<file path="src/rtl/arp_pkg.sv">
// Shared types, constants and helper functions for the ARP reply responder.
// No dependencies; every other file but arp_stream_if imports this package.
package arp_pkg;

    // Header geometry
    localparam int HDR_LEN = 42;
    localparam int POS_W   = 6;
    localparam logic [POS_W-1:0] LAST_IDX = POS_W'(HDR_LEN - 1);
    localparam logic [POS_W-1:0] HDR_END  = POS_W'(HDR_LEN);

    // Frame offsets of the checked fields
    localparam logic [POS_W-1:0] OFS_ETYPE_HI = POS_W'(12);
    localparam logic [POS_W-1:0] OFS_ETYPE_LO = POS_W'(13);
    localparam logic [POS_W-1:0] OFS_TPA_0    = POS_W'(38);
    localparam logic [POS_W-1:0] OFS_TPA_1    = POS_W'(39);
    localparam logic [POS_W-1:0] OFS_TPA_2    = POS_W'(40);
    localparam logic [POS_W-1:0] OFS_TPA_3    = POS_W'(41);

    // EtherTypes answered and the reply opcode byte
    localparam logic [15:0] ETYPE_ARP  = 16'h0806;
    localparam logic [15:0] ETYPE_RARP = 16'h8035;
    localparam logic [7:0]  OPCODE_REPLY_LO = 8'h02;

    // Configuration registers
    localparam int CFG_IDX_W  = 2;
    localparam int CFG_DATA_W = 48;
    localparam logic [CFG_IDX_W-1:0] CFG_OWN_IP  = CFG_IDX_W'(0);
    localparam logic [CFG_IDX_W-1:0] CFG_OWN_MAC = CFG_IDX_W'(1);
    localparam logic [31:0] OWN_IP_RST  = 32'h0A14_280A;
    localparam logic [47:0] OWN_MAC_RST = 48'h0A14_280A_0A0A;

    typedef logic [POS_W-1:0] t_pos;

    // Header store write request
    typedef struct packed {
        logic       en;
        t_pos       addr;
        logic [7:0] data;
    } t_hdr_wr;

    // Reply sequencer states
    typedef enum logic {
        TX_IDLE,
        TX_SEND
    } t_tx_state;

    // Where one reply byte comes from
    typedef enum logic [2:0] {
        SRC_MEM,
        SRC_MAC,
        SRC_IP,
        SRC_ZERO,
        SRC_OPCODE
    } t_src_kind;

    typedef struct packed {
        t_src_kind kind;
        t_pos      sel;
    } t_src;

    // Map a reply byte index to its source and header address or field byte
    function automatic t_src reply_src(input t_pos idx);
        t_src s;
        s.kind = SRC_MEM;
        s.sel  = idx;
        if (idx < POS_W'(6)) begin
            s.sel = idx + POS_W'(6);
        end else if (idx < POS_W'(12)) begin
            s.kind = SRC_MAC;
            s.sel  = idx - POS_W'(6);
        end else if (idx < POS_W'(20)) begin
            s.sel = idx;
        end else if (idx == POS_W'(20)) begin
            s.kind = SRC_ZERO;
        end else if (idx == POS_W'(21)) begin
            s.kind = SRC_OPCODE;
        end else if (idx < POS_W'(28)) begin
            s.kind = SRC_MAC;
            s.sel  = idx - POS_W'(22);
        end else if (idx < POS_W'(32)) begin
            s.kind = SRC_IP;
            s.sel  = idx - POS_W'(28);
        end else begin
            s.sel = idx - POS_W'(10);
        end
        return s;
    endfunction

    // Byte n of a MAC, most significant first
    function automatic logic [7:0] mac_byte(input logic [47:0] mac, input logic [2:0] n);
        logic [7:0] b;
        case (n)
            3'd0:    b = mac[47:40];
            3'd1:    b = mac[39:32];
            3'd2:    b = mac[31:24];
            3'd3:    b = mac[23:16];
            3'd4:    b = mac[15:8];
            3'd5:    b = mac[7:0];
            default: b = 8'h00;
        endcase
        return b;
    endfunction

    // Byte n of an IPv4 address, most significant first
    function automatic logic [7:0] ip_byte(input logic [31:0] ip, input logic [1:0] n);
        logic [7:0] b;
        case (n)
            2'd0:    b = ip[31:24];
            2'd1:    b = ip[23:16];
            2'd2:    b = ip[15:8];
            2'd3:    b = ip[7:0];
            default: b = 8'h00;
        endcase
        return b;
    endfunction

endpackage

</file>
<file path="src/rtl/arp_stream_if.sv">
// Valid/ready stream interfaces for received frame bytes and reply bytes.
// Depends on nothing.
interface arp_rx_if;
    logic       valid;
    logic       ready;
    logic [7:0] data_byte;
    logic       frame_end;

    modport source (output valid, data_byte, frame_end, input ready);
    modport sink   (input valid, data_byte, frame_end, output ready);
endinterface

interface arp_tx_if;
    logic       valid;
    logic       ready;
    logic [7:0] reply_byte;
    logic       reply_last;

    modport source (output valid, reply_byte, reply_last, input ready);
    modport sink   (input valid, reply_byte, reply_last, output ready);
endinterface

</file>
<file path="src/rtl/arp_hdr_ram.sv">
// Header store: 42 x 8 synchronous memory, one write and one registered read port.
// Depends on arp_pkg.
module arp_hdr_ram
    import arp_pkg::*;
(
    input  logic       i_clk,
    input  t_hdr_wr    i_wr,
    input  logic       i_rd_en,
    input  t_pos       i_rd_addr,
    output logic [7:0] o_rd_data
);

    logic [7:0] mem [HDR_LEN];
    logic [7:0] r_rd_data;

    // Write the incoming header byte
    always_ff @(posedge i_clk) begin
        if (i_wr.en) begin
            mem[i_wr.addr] <= i_wr.data;
        end
    end

    // Registered read; hold data when no read is issued
    always_ff @(posedge i_clk) begin
        if (i_rd_en) begin
            r_rd_data <= mem[i_rd_addr];
        end
    end

    assign o_rd_data = r_rd_data;

endmodule

</file>
<file path="src/rtl/arp_rx.sv">
// Receive side: byte position, header store writes and the request match check.
// Depends on arp_pkg and arp_stream_if.
module arp_rx
    import arp_pkg::*;
(
    input  logic        i_clk,
    input  logic        i_rst_n,
    arp_rx_if.sink      i_rx,
    input  logic        i_busy,
    input  logic [31:0] i_own_ip,
    output t_hdr_wr     o_wr,
    output logic        o_start
);

    t_pos        r_pos, n_pos;
    logic [15:0] r_etype, n_etype;
    logic [31:0] r_tpa, n_tpa;
    logic        accept;
    logic        storing;
    logic        full_frame;
    logic        etype_ok;

    assign i_rx.ready = !i_busy;
    assign accept     = i_rx.valid && i_rx.ready;
    assign storing    = accept && (r_pos < HDR_END);

    // Write the byte into the header store
    always_comb begin
        o_wr.en   = storing;
        o_wr.addr = r_pos;
        o_wr.data = i_rx.data_byte;
    end

    // Advance the position, saturate at the header length, drop at frame end
    always_comb begin
        n_pos = r_pos;
        if (accept) begin
            if (i_rx.frame_end) begin
                n_pos = '0;
            end else if (r_pos < HDR_END) begin
                n_pos = r_pos + POS_W'(1);
            end
        end
    end

    // Capture the EtherType and target IP as they pass
    always_comb begin
        n_etype = r_etype;
        n_tpa   = r_tpa;
        if (storing) begin
            case (r_pos)
                OFS_ETYPE_HI: n_etype[15:8] = i_rx.data_byte;
                OFS_ETYPE_LO: n_etype[7:0]  = i_rx.data_byte;
                OFS_TPA_0:    n_tpa[31:24]  = i_rx.data_byte;
                OFS_TPA_1:    n_tpa[23:16]  = i_rx.data_byte;
                OFS_TPA_2:    n_tpa[15:8]   = i_rx.data_byte;
                OFS_TPA_3:    n_tpa[7:0]    = i_rx.data_byte;
                default:      ;
            endcase
        end
    end

    // Check the request on its last byte
    assign full_frame = accept && i_rx.frame_end && (r_pos >= LAST_IDX);
    assign etype_ok   = (n_etype == ETYPE_ARP) || (n_etype == ETYPE_RARP);
    assign o_start    = full_frame && etype_ok && (n_tpa == i_own_ip);

    always_ff @(posedge i_clk) begin
        if (!i_rst_n) begin
            r_pos <= '0;
        end else begin
            r_pos <= n_pos;
        end
    end

    always_ff @(posedge i_clk) begin
        r_etype <= n_etype;
        r_tpa   <= n_tpa;
    end

endmodule

</file>
<file path="src/rtl/arp_tx.sv">
// Reply sequencer: walks the 42 reply bytes, reads the header store, drives the output.
// Depends on arp_pkg and arp_stream_if.
module arp_tx
    import arp_pkg::*;
(
    input  logic        i_clk,
    input  logic        i_rst_n,
    input  logic        i_start,
    input  logic [31:0] i_own_ip,
    input  logic [47:0] i_own_mac,
    input  logic [7:0]  i_rd_data,
    output logic        o_busy,
    output logic        o_rd_en,
    output t_pos        o_rd_addr,
    arp_tx_if.source    o_tx
);

    t_tx_state  r_state, n_state;
    t_pos       r_idx;
    logic       r_rd_valid;
    t_src       r_rd_src;
    logic       r_rd_last;
    logic       r_out_valid;
    logic [7:0] r_out_byte;
    logic       r_out_last;
    t_src       cur_src;
    logic       out_free;
    logic       issue;
    logic [7:0] byte_sel;

    assign cur_src  = reply_src(r_idx);
    assign out_free = !r_out_valid || o_tx.ready;
    assign issue    = (r_state == TX_SEND) && (!r_rd_valid || out_free);

    // Next state
    always_comb begin
        n_state = r_state;
        case (r_state)
            TX_IDLE: if (i_start) n_state = TX_SEND;
            TX_SEND: if (issue && (r_idx == LAST_IDX)) n_state = TX_IDLE;
            default: n_state = TX_IDLE;
        endcase
    end

    // State outputs
    always_comb begin
        o_busy    = 1'b0;
        o_rd_en   = 1'b0;
        o_rd_addr = cur_src.sel;
        case (r_state)
            TX_IDLE: ;
            TX_SEND: begin
                o_busy  = 1'b1;
                o_rd_en = issue;
            end
            default: ;
        endcase
    end

    always_ff @(posedge i_clk) begin
        if (!i_rst_n) begin
            r_state <= TX_IDLE;
        end else begin
            r_state <= n_state;
        end
    end

    // Advance the byte index on each issued read
    always_ff @(posedge i_clk) begin
        if (!i_rst_n) begin
            r_idx <= '0;
        end else if (i_start) begin
            r_idx <= '0;
        end else if (issue) begin
            r_idx <= r_idx + POS_W'(1);
        end
    end

    // Track the read in flight
    always_ff @(posedge i_clk) begin
        if (!i_rst_n) begin
            r_rd_valid <= 1'b0;
        end else if (issue) begin
            r_rd_valid <= 1'b1;
        end else if (out_free) begin
            r_rd_valid <= 1'b0;
        end
    end

    always_ff @(posedge i_clk) begin
        if (issue) begin
            r_rd_src  <= cur_src;
            r_rd_last <= (r_idx == LAST_IDX);
        end
    end

    // Pick the reply byte from its source
    always_comb begin
        case (r_rd_src.kind)
            SRC_MEM:    byte_sel = i_rd_data;
            SRC_MAC:    byte_sel = mac_byte(i_own_mac, r_rd_src.sel[2:0]);
            SRC_IP:     byte_sel = ip_byte(i_own_ip, r_rd_src.sel[1:0]);
            SRC_ZERO:   byte_sel = 8'h00;
            SRC_OPCODE: byte_sel = OPCODE_REPLY_LO;
            default:    byte_sel = 8'h00;
        endcase
    end

    // Output register: load when free, drop when taken
    always_ff @(posedge i_clk) begin
        if (!i_rst_n) begin
            r_out_valid <= 1'b0;
        end else if (r_rd_valid && out_free) begin
            r_out_valid <= 1'b1;
        end else if (o_tx.ready) begin
            r_out_valid <= 1'b0;
        end
    end

    always_ff @(posedge i_clk) begin
        if (r_rd_valid && out_free) begin
            r_out_byte <= byte_sel;
            r_out_last <= r_rd_last;
        end
    end

    assign o_tx.valid      = r_out_valid;
    assign o_tx.reply_byte = r_out_byte;
    assign o_tx.reply_last = r_out_last;

endmodule

</file>
<file path="src/rtl/arp_reply_responder.sv">
// ARP reply responder top level: configuration registers, receive side,
// header store and reply sequencer. Depends on arp_pkg, arp_stream_if, arp_hdr_ram,
// arp_rx and arp_tx.
//
//   channel   dir  handshake          payload
//   i_rx      in   valid/ready        data_byte[7:0], frame_end
//   o_tx      out  valid/ready        reply_byte[7:0], reply_last
//   cfg       in   i_cfg_we           i_cfg_idx[1:0], i_cfg_data[47:0]
//
// Frame bytes are taken one per cycle; input is held off while reply reads are
// issued. A matching request starts a reply: the send state is entered, a header
// store read is issued and its byte is loaded into the output register. The 42
// reply bytes then leave one per cycle unless the output stalls, paced by the single
// header store read port. Stalls hold the read pipeline in place; nothing is lost.
// Reset is synchronous; the header store needs no clearing pass.
module arp_reply_responder
    import arp_pkg::*;
(
    input  logic                  i_clk,
    input  logic                  i_rst_n,
    input  logic                  i_cfg_we,
    input  logic [CFG_IDX_W-1:0]  i_cfg_idx,
    input  logic [CFG_DATA_W-1:0] i_cfg_data,
    arp_rx_if.sink                i_rx,
    arp_tx_if.source              o_tx
);

    logic [31:0] r_own_ip;
    logic [47:0] r_own_mac;
    t_hdr_wr     hdr_wr;
    logic        start;
    logic        busy;
    logic        rd_en;
    t_pos        rd_addr;
    logic [7:0]  rd_data;

    // Write configuration registers
    always_ff @(posedge i_clk) begin
        if (!i_rst_n) begin
            r_own_ip  <= OWN_IP_RST;
            r_own_mac <= OWN_MAC_RST;
        end else if (i_cfg_we) begin
            case (i_cfg_idx)
                CFG_OWN_IP:  r_own_ip  <= i_cfg_data[31:0];
                CFG_OWN_MAC: r_own_mac <= i_cfg_data[47:0];
                default:     ;
            endcase
        end
    end

    arp_rx u_rx (
        .i_clk    (i_clk),
        .i_rst_n  (i_rst_n),
        .i_rx     (i_rx),
        .i_busy   (busy),
        .i_own_ip (r_own_ip),
        .o_wr     (hdr_wr),
        .o_start  (start)
    );

    arp_hdr_ram u_ram (
        .i_clk     (i_clk),
        .i_wr      (hdr_wr),
        .i_rd_en   (rd_en),
        .i_rd_addr (rd_addr),
        .o_rd_data (rd_data)
    );

    arp_tx u_tx (
        .i_clk     (i_clk),
        .i_rst_n   (i_rst_n),
        .i_start   (start),
        .i_own_ip  (r_own_ip),
        .i_own_mac (r_own_mac),
        .i_rd_data (rd_data),
        .o_busy    (busy),
        .o_rd_en   (rd_en),
        .o_rd_addr (rd_addr),
        .o_tx      (o_tx)
    );

endmodule
</file>
<file path="src/flat_wrapper.sv">
// flat-port wrapper written by rule: the top's interface ports become plain ports
module arp_reply_responder_flat import arp_pkg::*;
  (i_clk, i_rst_n, i_cfg_we, i_cfg_idx, i_cfg_data, i_rx_valid, i_rx_data_byte, i_rx_frame_end, i_rx_ready, o_tx_valid, o_tx_reply_byte, o_tx_reply_last, o_tx_ready);
  arp_rx_if i_rx_i ();
  arp_tx_if o_tx_i ();
  input  logic i_clk;
  input  logic i_rst_n;
  input  logic i_cfg_we;
  input  logic [CFG_IDX_W-1:0] i_cfg_idx;
  input  logic [CFG_DATA_W-1:0] i_cfg_data;
  input wire logic [$bits(i_rx_i.valid)-1:0] i_rx_valid;
  input wire logic [$bits(i_rx_i.data_byte)-1:0] i_rx_data_byte;
  input wire logic [$bits(i_rx_i.frame_end)-1:0] i_rx_frame_end;
  output wire logic [$bits(i_rx_i.ready)-1:0] i_rx_ready;
  output wire logic [$bits(o_tx_i.valid)-1:0] o_tx_valid;
  output wire logic [$bits(o_tx_i.reply_byte)-1:0] o_tx_reply_byte;
  output wire logic [$bits(o_tx_i.reply_last)-1:0] o_tx_reply_last;
  input wire logic [$bits(o_tx_i.ready)-1:0] o_tx_ready;
  assign i_rx_i.valid = i_rx_valid;
  assign i_rx_i.data_byte = i_rx_data_byte;
  assign i_rx_i.frame_end = i_rx_frame_end;
  assign i_rx_ready = i_rx_i.ready;
  assign o_tx_valid = o_tx_i.valid;
  assign o_tx_reply_byte = o_tx_i.reply_byte;
  assign o_tx_reply_last = o_tx_i.reply_last;
  assign o_tx_i.ready = o_tx_ready;
  arp_reply_responder u_core (.i_clk(i_clk), .i_rst_n(i_rst_n), .i_cfg_we(i_cfg_we), .i_cfg_idx(i_cfg_idx), .i_cfg_data(i_cfg_data), .i_rx(i_rx_i), .o_tx(o_tx_i));
endmodule
</file>
<file path="config.mk">
export PLATFORM = sky130hd
export DESIGN_NAME = arp_reply_responder_flat
export DESIGN_NICKNAME = d
export VERILOG_FILES = /design/src/rtl/arp_pkg.sv /design/src/rtl/arp_stream_if.sv /design/src/rtl/arp_hdr_ram.sv /design/src/rtl/arp_rx.sv /design/src/rtl/arp_tx.sv /design/src/rtl/arp_reply_responder.sv /design/src/flat_wrapper.sv
export SDC_FILE = /design/constraint.sdc
export NUM_CORES = 1
export LEC_CHECK = 0
export BUFFER_PORTS_ARGS = -buffer_cell sky130_fd_sc_hd__buf_2
export CAP_MARGIN = 40
export CORE_UTILIZATION = 30
export CTS_BUF_LIST = sky130_fd_sc_hd__clkbuf_8
export CTS_CLUSTER_SIZE = 25
export DETAILED_ROUTE_END_ITERATION = 10
export PLACE_DENSITY = 0.52
export SYNTH_ARGS = -nofsm -noshare
export SYNTH_HDL_FRONTEND = slang
export SYNTH_SLANG_ARGS = --single-unit
</file>
<file path="constraint.sdc">
create_clock -name i_clk -period 4.9 [get_ports i_clk]
set_input_delay 0.735 -clock i_clk [delete_from_list [all_inputs] [get_ports i_clk]]
set_output_delay 0.735 -clock i_clk [all_outputs]
set_load 0.005 [all_outputs]
</file>
## After elaboration in Yosys (flattened, before gate mapping)

Memory sizes are Yosys's and may differ from the RTL's. A register that Yosys moved wholly into a read port is not among the register bits.
Index checks and enable logic that the tools add are counted.

| storage, ports and cells | value |
|---|---|
| output and inout bits | 11 |
| bits in writable memories | 336 |
| memories kept | 1 |
| input bits | 64 |
| flip-flop bits (word level) | 159 |

| cells by class | value |
|---|---|
| equal/unequal tests | 24 |
| mux-type cells | 35 |
| $lt $le $gt $ge | 7 |
| reductions and logical operators | 28 |
| add/sub/neg operators | 7 |
| bitwise logic cells | 2 |

Memory list:

| name | depth | width | read ports | clocked after memory_dff | write ports | line | text |
|---|---|---|---|---|---|---|---|
| u_core.u_ram.mem | 42 | 8 | 1 | 1 | 1 | arp_hdr_ram.sv:13 | `logic [7:0] mem [HDR_LEN];` |

Operators by type and width:

| kind | number |
|---|---|
| $pmux 8 s4 | 2 |
| $mux 8 | 6 |
| $pmux 8 s6 | 1 |
| $mux 6 | 7 |
| $eq 32x32->1 | 1 |
| $mux 32 | 1 |
| $eq 6x6->1 const B | 5 |
| $eq 16x12->1 const B | 1 |
| $eq 16x16->1 const B | 1 |
| $mux 16 | 1 |
| $add 6x1->6 const B | 2 |
| $eq 6x4->1 const B | 2 |
| $eq 6x5->1 const B | 2 |
| $lt 6x5->1 const B | 2 |
| $lt 6x6->1 const B | 2 |
| $sub 6x5->6 const B | 2 |
| $mux 1 | 11 |
| $eq 3x2->1 const B | 3 |
| $eq 3x3->1 const B | 3 |
| $logic_and 1x1->1 | 9 |
| $mux 9 | 1 |
| $mux 7 | 1 |
| $add 6x3->6 const B | 1 |
| $eq 3x1->1 const B | 2 |
| 20 further kinds | 34 |

## Logic depth before layout (Yosys ltp)

| logic depth | value |
|---|---|
| word-level depth | 11 |
| gate-level depth with buffers | 17 |

## Cells and area by module

Synthesis repeated with hierarchy kept, for this count alone.

| unflattened totals | value |
|---|---|
| cells, all modules | 1,587 |
| area total of the unflattened synthesis | 22,094.9 µm² |

By module, submodules not included:

| module | area an instance (µm²) | instances | cells an instance |
|---|---|---|---|
| arp_hdr_ram | 13,839.5 | 1 | 739 |
| arp_reply_responder | 3,171.8 | 1 | 324 |
| arp_rx | 2,967.8 | 1 | 317 |
| arp_tx | 2,115.8 | 1 | 207 |

## Least setup slack after synthesis

Ideal clock, no wire load.

| path | value |
|---|---|
| path type | register to register |
| start point | register u_core.u_tx.r_idx[0] |
| end point | register u_core.u_ram.r_rd_data[4] (netlist: u_core.u_ram.o_rd_data[4]) (read register of u_core.u_ram.mem) (data pin) |
| arrival time | 4.167 ns |
| data required time | 4.635 ns |
| setup time | 0.265 ns |
| stages on the path, launching flop included | 17 |
| setup slack | 0.468 ns |
| path through | dfxtp_1 -> clkbuf_1 -> buf_1 -> clkbuf_1 -> inv_1 -> clkbuf_1 -> ha_1 -> o211ai_1 -> a311o_1 -> nand3_1 -> inv_2 -> buf_2 -> buf_1 -> mux4_2 -> a22oi_1 -> o22ai_1 -> or3_1 |

| between the ends | value |
|---|---|
| word-level cells in the longest chain between the ends | 8 |
| elaborated cells on any way between the ends | 19 |
| those cells by class | 5 x add/sub; 5 x order compare; 2 x eq/ne; 7 x mux |

RTL lines:

| item | line | text |
|---|---|---|
| start, declared | arp_tx.sv:19 | `t_pos r_idx;` |
| start signal, assigned | arp_tx.sv:75 | `r_idx <= r_idx + POS_W'(1);` |
| $sub 6x4->6 (tied with other cells) | arp_pkg.sv:84 | `s.sel = idx - POS_W'(10);` |
| $mux 6 | arp_pkg.sv:80 | `end else if (idx < POS_W'(32)) begin` |
| $mux 9 | arp_pkg.sv:77 | `end else if (idx < POS_W'(28)) begin` |
| $mux 6 | arp_pkg.sv:75 | `end else if (idx == POS_W'(21)) begin` |
| $mux 6 | arp_pkg.sv:73 | `end else if (idx == POS_W'(20)) begin` |
| $mux 6 | arp_pkg.sv:71 | `end else if (idx < POS_W'(20)) begin` |
| $mux 7 | arp_pkg.sv:68 | `end else if (idx < POS_W'(12)) begin` |
| $mux 6 (*) | arp_pkg.sv:66 | `if (idx < POS_W'(6)) begin` |
| end, declared | arp_hdr_ram.sv:14 | `logic [7:0] r_rd_data;` |

Mark *: on every way between the ends. The rest lies on a longest branch, timed or not.
A chain may end at the register's enable or synchronous reset.

## Worst setup path in the final report

| path | value |
|---|---|
| start point | register u_core.u_tx.r_idx[3] |
| end point | register u_core.u_ram.r_rd_data[3] (netlist: u_core.u_ram.o_rd_data[3]) (read register of u_core.u_ram.mem) (data pin) |

The elaborated chain is that of the path after synthesis.

==> impl_metrics.csv <==
group,metric,value,unit
outcome,outcome,"completed",
timing,worst_pin_slew,0.890,ns
yosys,synth_cells,1489,
clocking,h-tree-depth,3,
critical_path,critPathLaunchType,"register",
yosys,synth.cell_area,20900,um^2
grt,grt_usage,15.7,%
clocking,cts_tree,"built",
timing,layout_min_cycle_time,4.53,ns
worst_hold_path,holdCritPathClass,"input pin to register",
clocking,ctsResizeCount,0,
yosys,synth_edf_count,360,
floorplanning,core_area,68700,um^2
drt,drc_errors,0,
critical_path,path_cells,"inv_1 -> ha_1 -> a211oi_2 -> a32oi_2 -> a211oi_2 -> nor2_4 -> inv_2 -> nor2_1 -> a22oi_1 -> o22ai_1 -> or3_1",
critical_path,cp.required,5.30,ns
pwr,p_leak,0.00856,uW
cells_and_area,layout.nets,1692,
clocking,clk_path_buf_depth,3,
yosys,avgSynthCellArea,14.0,um^2
pwr,p_seq_share,55.6,%
drt,first_pass_iters,5,
timing,clock.fmax,221,MHz
critical_path,slowest_stage,"dfxtp_1",
yosys,ys_ff_latch,503,
floorplanning,die_w,266,um
timing,maxSlewHeadroom,40.2,%
drt,routed_via_density,5.00,
timing,period_share,92.5,%
critical_path,crit_arrival,4.93,ns
critical_path,critPathKind,"register to register",
timing,setup_tns,0,ns
floorplanning,rows,96,
yosys,syn-num-nets,1566,
yosys,synth-async-reset-ratio,0,%
cells_and_area,n_antenna_cell,0,
drt,antenna_left,0,
clocking,clock_sinks,503,
critical_path,crit_buf_inv,2,
grt,antenna_found_initial,2,
timing,maxSlewViolCount,0,
pwr,sw_frac_of_total,22.9,%
floorplanning,die_y,266,um
drt,route.detailed.wl_per_inst,21.4,um
yosys,synth-main-ff-cell,"edfxtp_1",
pwr,power_switching,1900,uW
clocking,clock_latency,0.68,ns
critical_path,worstPathMaxFanout,33,
placed_design,dp.cells,2458,
pwr,clockPowerShare,41.8,%
job,maxCapViolations,0,
critical_path,path_delay_family,"compound AO/OA/AOI/OAI gates",
timing,fin_skew,0.0419,ns
clocking,clkTransAtPathRegs,0.06,ns
pwr,power_density,346,nW/um^2
critical_path,cp-end-kind,"register",
timing,setup_violations,0,
yosys,ys_seq_area_share,65.6,%
cells_and_area,final-instance-count-excl-fill,2611,
floorplanning,die_area,70600,um^2
grt,grt_pass1_vias,12900,
clocking,root_buffer,"clkbuf_8",
grt,grt_max_degree,64,
critical_path,worst_path_most_repeated_cell,"a211oi_2",
timing,finalHoldViolCount,0,
cells_and_area,area_growth,14.9,%
pwr,p_int,6380,uW
placed_design,numPortBuffers,74,
placed_design,gp_congestion,0.800,
clocking,post_cts_buffers,0,
placed_design,hpwl,37500,um
grt,grt_pass1_wl,82400,um
clocking,cts_buffers,86,
floorplanning,start_util,30.3,%
floorplanning,boundaryPins,75,
timing,rsz0062_at_grt,"no",
pwr,finalPower,8280,uW
clocking,holdBufCountCts,0,
yosys,yosys_warnings,0,
grt,grt_overflow,0,
pwr,peakVddDrop,170,uV
drt,routed_wl,55900,um
drt,drtIter0Drc,1147,
critical_path,cp_slowest_stage_delay,0.67,ns
cells_and_area,drive_gt1_share,22.3,%
yosys,netlist-cell-type-count,69,
pwr,combPwrFrac,2.6,%
drt,vias,13100,
## stage by stage
step	setup WS [ns]	hold WS, ns	util [%]	area, um^2
global route	0.147	0.281	34.9	24000
global placement	0.478	0.404	32.4	22300
floorplan	0.468	0.400	-	20900
finish	0.368	0.311	34.9	24000
CTS	0.345	0.262	34.9	24000
detailed placement	0.336	0.407	32.6	22400
## logic make-up (layout without fill, tap and decap cells)
logic type               count (synthesis)  in the layout  share of synthesized area (%)
multiplexers                           183            183                           13.8
adder cells (fa/ha/maj)                 13             13                          0.780
AND/OR/NAND/NOR                        437            437                           9.63
flip-flops                             503            503                           65.6
XOR/XNOR                                41             41                           1.72
AO/OA/AOI/OAI                          206            206                           6.49
buffers and inverters                  106            297                           2.05
## final timing paths
path	to	startpoint	slack, ns	cells past startpoint
max	u_core.u_ram.o_rd_data[3]$_DFFE_PP_	u_core.u_tx.r_idx[3]$_SDFFE_PP0P_	0.37	11
min	u_core.r_own_mac[34]$_SDFFE_PN1P_	i_cfg_data[34]	0.31	3
max reg2reg	u_core.u_ram.o_rd_data[3]$_DFFE_PP_	u_core.u_tx.r_idx[3]$_SDFFE_PP0P_	0.37	11
min reg2reg	u_core.u_tx.o_tx.reply_last$_DFFE_PP_	u_core.u_tx.r_rd_last$_DFFE_PP_	0.43	0
## sequential cells by signal (all words and copies together), names as in the netlist
signal and cells:
u_core.r_own_ip 32, u_core.r_own_mac 48, u_core.u_ram.mem 336, u_core.u_ram.o_rd_data 8
u_core.u_rx.r_etype 16, u_core.u_rx.r_pos 6, u_core.u_rx.r_tpa 32, u_core.u_tx.o_tx.reply_byte 8
u_core.u_tx.o_tx.reply_last 1, u_core.u_tx.o_tx.valid 1, u_core.u_tx.r_idx 6, u_core.u_tx.r_rd_last 1
u_core.u_tx.r_rd_src 6, u_core.u_tx.r_rd_valid 1, u_core.u_tx.r_state 1
## cell type report
type | instances | area (um^2)
Fill cell | 6764 | 44700
Clock inverter | 61 | 279
Clock buffer | 92 | 1270
Tap cell | 931 | 1160
Inverter | 22 | 82.6
Timing Repair Buffer | 122 | 738
Sequential cell | 503 | 13700
Multi-Input combinational cell | 880 | 6760
## synthesized netlist by cell type, types with 4 or more instances
cell	n	area (um^2)
edfxtp_1	360	10800
nand2_1	213	800
dfxtp_1	143	2860
a21oi_1	93	465
nor2_1	79	297
mux4_2	77	1730
clkbuf_1	57	214
mux2_2	48	541
mux2i_1	47	470
nand3_1	47	235
xor2_1	32	280
o22ai_1	25	156
inv_1	20	75.1
a22oi_1	15	113
nor4_1	15	93.8
a221o_1	14	140
buf_1	14	52.6
ha_1	13	163
nor3_1	12	60.1
and3_1	11	68.8
buf_2	11	55.1
mux2_1	11	124
o21ai_0	11	55.1
a211oi_1	9	67.6
or3_1	9	56.3
xnor2_1	9	78.8
nand2b_1	8	50.1
nand4_1	7	43.8
a31oi_1	6	37.5
nor3b_1	6	45.0
and3b_1	4	35.0
nand3_2	4	40.0
nand3b_1	4	30.0
nor2b_1	4	25.0
## routing by layer
layer	track usage, %	routed length, um
met1	21.7	25700
met2	24.4	25400
met3	3.42	3240
met4	5.56	1570
met5	0	0
## layout by cell type (no fill, tap or decap), types with 5 or more instances in the layout
cell        n
edfxtp_1  360
nand2_1   213
dfxtp_1   142
a21oi_1    92
clkbuf_8   92
nor2_1     79
mux4_2     77
buf_2      74
inv_1      49
mux2_2     48
nand3_1    47
mux2i_1    47
buf_4      46
xor2_1     32
o22ai_1    25
clkinv_1   16
a22oi_1    15
nor4_1     15
a221o_1    14
ha_1       13
nor3_1     12
mux2_1     11
o21ai_0    11
and3_1     11
xnor2_1     9
a211oi_1    9
or3_1       9
clkinv_2    9
nand2b_1    8
nand4_1     7
a31oi_1     6
nor3b_1     5
## tightest hold or removal path, cell delays in order
cell and delay (ns):
buf_2 0.08, nand2_1 0.04, nand3_1 0.07
## power by group through the flow
stage | logic (uW) | registers [uW] | clock network, uW
2_1_floorplan | 89.5 | 4690 | 0
3_3_place_gp | 214 | 4690 | 0
3_5_place_dp | 220 | 4690 | 0
4_1_cts | 220 | 4600 | 3560
5_1_grt | 238 | 4610 | 3740
6_report | 218 | 4600 | 3460
(Power assumes the default switching activity.)
